--- config.mk ---
export PLATFORM = sky130hd
export DESIGN_NAME = ihe_ctrl
export DESIGN_NICKNAME = d
export VERILOG_FILES = /design/src/rtl/intensity_histogram_engine_assert.svh /design/src/rtl/ihe_pkg.sv /design/src/rtl/ihe_ctrl.sv
export SDC_FILE = /design/constraint.sdc
export NUM_CORES = 1
export LEC_CHECK = 0
export BUFFER_PORTS_ARGS = -buffer_cell sky130_fd_sc_hd__buf_2
export CORE_UTILIZATION = 30
export CTS_CLUSTER_DIAMETER = 30
export CTS_CLUSTER_SIZE = 28
export DETAILED_ROUTE_END_ITERATION = 16
export SETUP_SLACK_MARGIN = 0.05
export SLEW_MARGIN = 20
export SYNTH_ARGS = -nofsm -noshare
export SYNTH_HDL_FRONTEND = slang
export SYNTH_SLANG_ARGS = --single-unit
--- constraint.sdc ---
create_clock -name i_clk -period 1.5 [get_ports i_clk]
set_input_delay 0.225 -clock i_clk [delete_from_list [all_inputs] [get_ports i_clk]]
set_output_delay 0.225 -clock i_clk [all_outputs]
set_load 0.1 [all_outputs]
--- src/rtl/intensity_histogram_engine_assert.svh ---
// Assertion macros for the intensity histogram engine.
`ifndef INTENSITY_HISTOGRAM_ENGINE_ASSERT_SVH
`define INTENSITY_HISTOGRAM_ENGINE_ASSERT_SVH

// Check that the consequent holds in the same cycle as the antecedent.
`define IHE_ASSERT_SAME(lbl, clk, rst_n, ante, cons) \
    lbl: assert property (@(posedge clk) disable iff (!rst_n) (ante) |-> (cons)) \
        else $error("histogram engine: same-cycle check failed");

// Check that the consequent holds in the cycle after the antecedent.
`define IHE_ASSERT_NEXT(lbl, clk, rst_n, ante, cons) \
    lbl: assert property (@(posedge clk) disable iff (!rst_n) (ante) |=> (cons)) \
        else $error("histogram engine: next-cycle check failed");

`endif

--- src/rtl/ihe_pkg.sv ---
// Shared types, codes and defaults for the intensity histogram engine.
`timescale 1ns / 1ps

package ihe_pkg;

    // Fixed field widths
    localparam int COMMAND_W   = 3;
    localparam int INTENSITY_W = 8;
    localparam int BIN_COUNT_W = 24;
    localparam int APB_ADDR_W  = 3;
    localparam int APB_DATA_W  = 32;

    // Parameter defaults
    localparam int DEF_NUM_BINS    = 256;
    localparam int DEF_COUNT_WIDTH = 24;

    // Register reset value
    localparam logic [INTENSITY_W-1:0] MAX_INTENSITY_RST = 8'd255;

    // Register index, taken from paddr[2]
    localparam logic REG_MAX_INTENSITY = 1'b0;

    // Command codes
    localparam logic [COMMAND_W-1:0] CMD_CLEAR    = 3'd0;
    localparam logic [COMMAND_W-1:0] CMD_ADD      = 3'd1;
    localparam logic [COMMAND_W-1:0] CMD_CUMULATE = 3'd2;
    localparam logic [COMMAND_W-1:0] CMD_READ     = 3'd3;
    localparam logic [COMMAND_W-1:0] CMD_RANGE    = 3'd4;

    // Controller to datapath commands
    typedef struct packed {
        logic load;      // latch the request and set up the address
        logic rd_en;     // read the bin at the current address
        logic ex_en;     // act on the read data
        logic clr_wr;    // write zero at the current address
        logic addr_inc;  // advance the address
        logic out_load;  // move the result into the output register
    } t_dp_cmd;

    // Datapath to controller status
    typedef struct packed {
        logic in_oor;    // incoming intensity lies above the active range
        logic at_top;    // address is the last active bin
        logic at_last;   // address is the last bin of the store
        logic out_free;  // output register can take a result this cycle
    } t_dp_stat;

endpackage

--- src/rtl/ihe_ctrl.sv ---
// Controller state machine of the intensity histogram engine.
`timescale 1ns / 1ps

module ihe_ctrl (
    input  logic                           i_clk,
    input  logic                           i_rst_n,
    input  logic                           i_in_valid,
    input  logic [ihe_pkg::COMMAND_W-1:0]  i_command,
    input  ihe_pkg::t_dp_stat              i_stat,
    output ihe_pkg::t_dp_cmd               o_cmd,
    output logic                           o_in_stall
);

    localparam logic [2:0] S_INIT = 3'd0;
    localparam logic [2:0] S_IDLE = 3'd1;
    localparam logic [2:0] S_CLR  = 3'd2;
    localparam logic [2:0] S_RD   = 3'd3;
    localparam logic [2:0] S_EX   = 3'd4;
    localparam logic [2:0] S_DONE = 3'd5;

    logic [2:0]                          r_state;
    logic [2:0]                          n_state;
    logic [ihe_pkg::COMMAND_W-1:0]       r_cmd;
    logic [ihe_pkg::COMMAND_W-1:0]       n_cmd;

    // Hold state and latched command
    always_ff @(posedge i_clk) begin
        if (!i_rst_n) begin
            r_state <= S_INIT;
            r_cmd   <= ihe_pkg::CMD_CLEAR;
        end else begin
            r_state <= n_state;
            r_cmd   <= n_cmd;
        end
    end

    // Sequence the datapath
    always_comb begin
        n_state = r_state;
        n_cmd   = r_cmd;
        o_cmd   = '0;
        case (r_state)
            S_INIT: begin
                o_cmd.clr_wr = 1'b1;
                if (i_stat.at_last) begin
                    n_state = S_IDLE;
                end else begin
                    o_cmd.addr_inc = 1'b1;
                end
            end
            S_IDLE: begin
                if (i_in_valid) begin
                    o_cmd.load = 1'b1;
                    n_cmd      = i_command;
                    if (i_command == ihe_pkg::CMD_CLEAR) begin
                        n_state = S_CLR;
                    end else if (i_command inside {ihe_pkg::CMD_ADD, ihe_pkg::CMD_READ}) begin
                        n_state = i_stat.in_oor ? S_DONE : S_RD;
                    end else if (i_command inside {ihe_pkg::CMD_CUMULATE,
                                                   ihe_pkg::CMD_RANGE}) begin
                        n_state = S_RD;
                    end else begin
                        n_state = S_DONE;
                    end
                end
            end
            S_CLR: begin
                o_cmd.clr_wr = 1'b1;
                if (i_stat.at_last) begin
                    n_state = S_DONE;
                end else begin
                    o_cmd.addr_inc = 1'b1;
                end
            end
            S_RD: begin
                o_cmd.rd_en = 1'b1;
                n_state     = S_EX;
            end
            S_EX: begin
                o_cmd.ex_en = 1'b1;
                if ((r_cmd inside {ihe_pkg::CMD_CUMULATE, ihe_pkg::CMD_RANGE})
                        && !i_stat.at_top) begin
                    o_cmd.addr_inc = 1'b1;
                    n_state        = S_RD;
                end else begin
                    n_state = S_DONE;
                end
            end
            S_DONE: begin
                if (i_stat.out_free) begin
                    o_cmd.out_load = 1'b1;
                    n_state        = S_IDLE;
                end
            end
            default: begin
                n_state = S_IDLE;
            end
        endcase
    end

    assign o_in_stall = (r_state != S_IDLE);

endmodule

==> results.md <==
* Status: finished, violations left
* Failing checks: negative setup slack
* CTS Sinks at 6
* Input/output buffers at 16
* Yosys reg bits at 6
* Setup CP Type: reg2out
* Num CTS Buffers at 3
* Layout cells sized above 1 at 0.553
* Routed length per placed instance at 13.2 um
* CTS tree: done
* Routed vias at 476
* Gr usage total at 0.197
* ANT nets after route at 0
* RSZ-0062 raised after global routing: yes
* Clk Latency, worst-skew pair at 0.26 ns
* Max-cap violations at 0
* Post-synth cell types at 23
* H-tree depth at 1
* First-pass GRT wire length at 1.92 mm
* Placed cell count at 81
* PD cells at 749 nW/um^2
* Vias/cell at 5.29
* Crit path required time at 1.27 ns
* Final worst path period share at 1.06
* Initial antenna violation count at 0
* Fmax at 0.631 GHz
* Non-Filler Cell Area, Final at 756 um^2
* Die footprint at 1450 um^2
* Hold Path Class: in2reg
* Number of I/O pins at 17
* Register area share after synthesis at 0.308
* Clock skew at 0.00520 ns
* CP bufs+invs at 3
* Max clock buf depth at 2
* Hold-fix buffers at CTS at 0
* Commonest non-fill, non-tap cell in the layout: buf_2
* Root Driver: clkbuf_4
* Floorplan row count at 12
* Syn Inst Count at 50
* Slowest stage delay, CP at 0.36 ns
* Final Hold Violating Endpoints at 0
* Average cell area after synthesis at 7.81 um^2
* Maximum vdd drop at between 0.0004 and 0.0005 V
* Antenna Cells at 0
* Tmin final at roughly 1.6 ns
* Worst Setup End Kind: output pin
* Routability cong. at 0.809
* Critical path startpoint category: register
* Slew at the pin closest to its max-slew limit at 0.318 ns
* Critical Path Slowest Stage Cell: dfxtp_4
* Post-synth EDFFs at 0
* Die X at roughly 38 um
* Detailed Route WL at roughly 1.2 mm
* Core Box Area at 1160 um^2
* Synth warn at 0
* Largest net degree at the start of global routing at 11
* Area Overhead vs Synth at 93.6%
* Slew Limit Fails at 0
* Ys async rst share at 0
* Final worst slack at -0.0851 ns
* Non-Filler Instances at 90
* Vert. Die Dim at 38.1 um
* Final count of negative-setup-slack endpoints at 3
* CP Data Arrival Time at 1.36 ns
* GRT overflow at 0
* Placed Area at 641 um^2
* Crit path max fanout at 5
* CP cell instances: buf_6 > buf_4 > o31ai_4 > buf_12
* Top cell family by delay on the critical path: buffers and inverters
* Cell area after synthesis at 390 um^2
* Vias in the first global route at 420
* Leak Pwr at roughly 0.31 nW
* TritonRoute pass-1 iters at 4
* DP HPWL at 776 um
* Top FF cell, synth: dfxtp_1
* Starting Density at 0.338
* Clock-pin slew on the worst setup and hold paths at 0.05 ns
* Fill count at about 90
* Remaining DRCs at 0
* Syn nets at 60
* Commonest non-fill, non-tap cells in the layout: buf_2 (9), buf_12 (7), buf_4 (7)
* Setup TNS at -0.164 ns
* 1st-iter DRT viols at 8
* Nets at 88
* Slew margin rel. at 0.788
[final cells by class]
| cell class | count | area [um^2] | area share |
|---|---|---|---|
| well taps | 14 | 17.5 | 0.0232 |
| inverters | 4 | 15.0 | 0.0199 |
| multi-input cells | 37 | 300 | 0.397 |
| clock buffers | 3 | 22.5 | 0.0298 |
| repair buffers | 26 | 272 | 0.359 |
| flip-flops and latches | 6 | 129 | 0.171 |
[repair_timing]
| item | 4_1_cts | 5_1_grt |
|---|---|---|
| pin swaps | 1 | 1 |
| endpoints found under the setup margin | 5 | 8 |
| gates resized for setup | 9 | 9 |
| buffers inserted | 4 | 3 |
[logic make-up after synthesis]
| kind of cell | synth area share |
|---|---|
| buffers and inverters | 0.0833 |
| muxes | 0.0769 |
| and+or+nand+nor | 0.314 |
| DFF | 0.308 |
| AOI/OAI and AO/OA | 0.196 |
| xor gates and xnor gates | 0.0224 |
[flip-flops by register name, indices dropped and copies added, names as in the netlist]
| signal | flops |
|---|---|
| r_cmd | 3 |
| r_state | 3 |
[path summary, 6_finish.rpt]
| check | start | depth (start not counted) | to | slack (ns) |
|---|---|---|---|---|
| worst max-delay path | r_state[0] | 4 | o_cmd[1] | -0.09 |
| worst min-delay path | i_stat[0] | 3 | r_state[2] | 0.25 |
| worst max register to register | r_state[2] | 7 | r_state[2] | 0.09 |
| worst min register to register | r_cmd[1] | 2 | r_cmd[1] | 0.53 |
[Yosys cell counts (all sizes together) (2+ instances only)]
library cell,number,share of area
nor2b,3,0.048
nand3,2,0.026
buf,3,0.045
nor3b,2,0.064
a21oi,3,0.038
and2,2,0.032
dfxtp,6,0.31
nor2,4,0.038
nand4b,2,0.045
mux2i,3,0.077
o21ai,5,0.064
inv,4,0.038
nand2,3,0.029
[through the flow]
| step | power, W | worst slack (ns) | hold WS [ns] | util |
|---|---|---|---|---|
| floorplan | 0.000308 | -0.581 | 0.353 | - |
| global placement | 0.000383 | 0.165 | 0.507 | 0.554 |
| detailed placement | 0.000383 | 0.112 | 0.519 | 0.554 |
| CTS | 0.000555 | -0.0635 | 0.259 | 0.618 |
| global route | 0.000591 | -0.137 | 0.254 | 0.654 |
| finish | 0.000566 | -0.0851 | 0.247 | 0.654 |
[report_power, final]
group | switching, W | total, W | internal [W]
Combinational | 0.000138 | 0.000230 | 0.0000921
Sequential | 0.00000789 | 0.000174 | 0.000166
Clock | 0.0000708 | 0.000162 | 0.0000914
Total | 0.000217 | 0.000566 | 0.000349
[metal layers]
metal | global-route usage | vias to the layer above | routed length (um)
met2 | 0.297 | 23 | 545
met5 | 0 | - | 0
met4 | 0.134 | 0 | 45
met3 | 0.0349 | 7 | 71
met1 | 0.252 | 219 | 523
li1 | - | 227 | -
[tightest hold or removal path: stages]
cell and delay [ns]:
buf_2 0.08, nand4b_1 0.09, o21ai_1 0.06
Power figures use the tool's default switching activity.
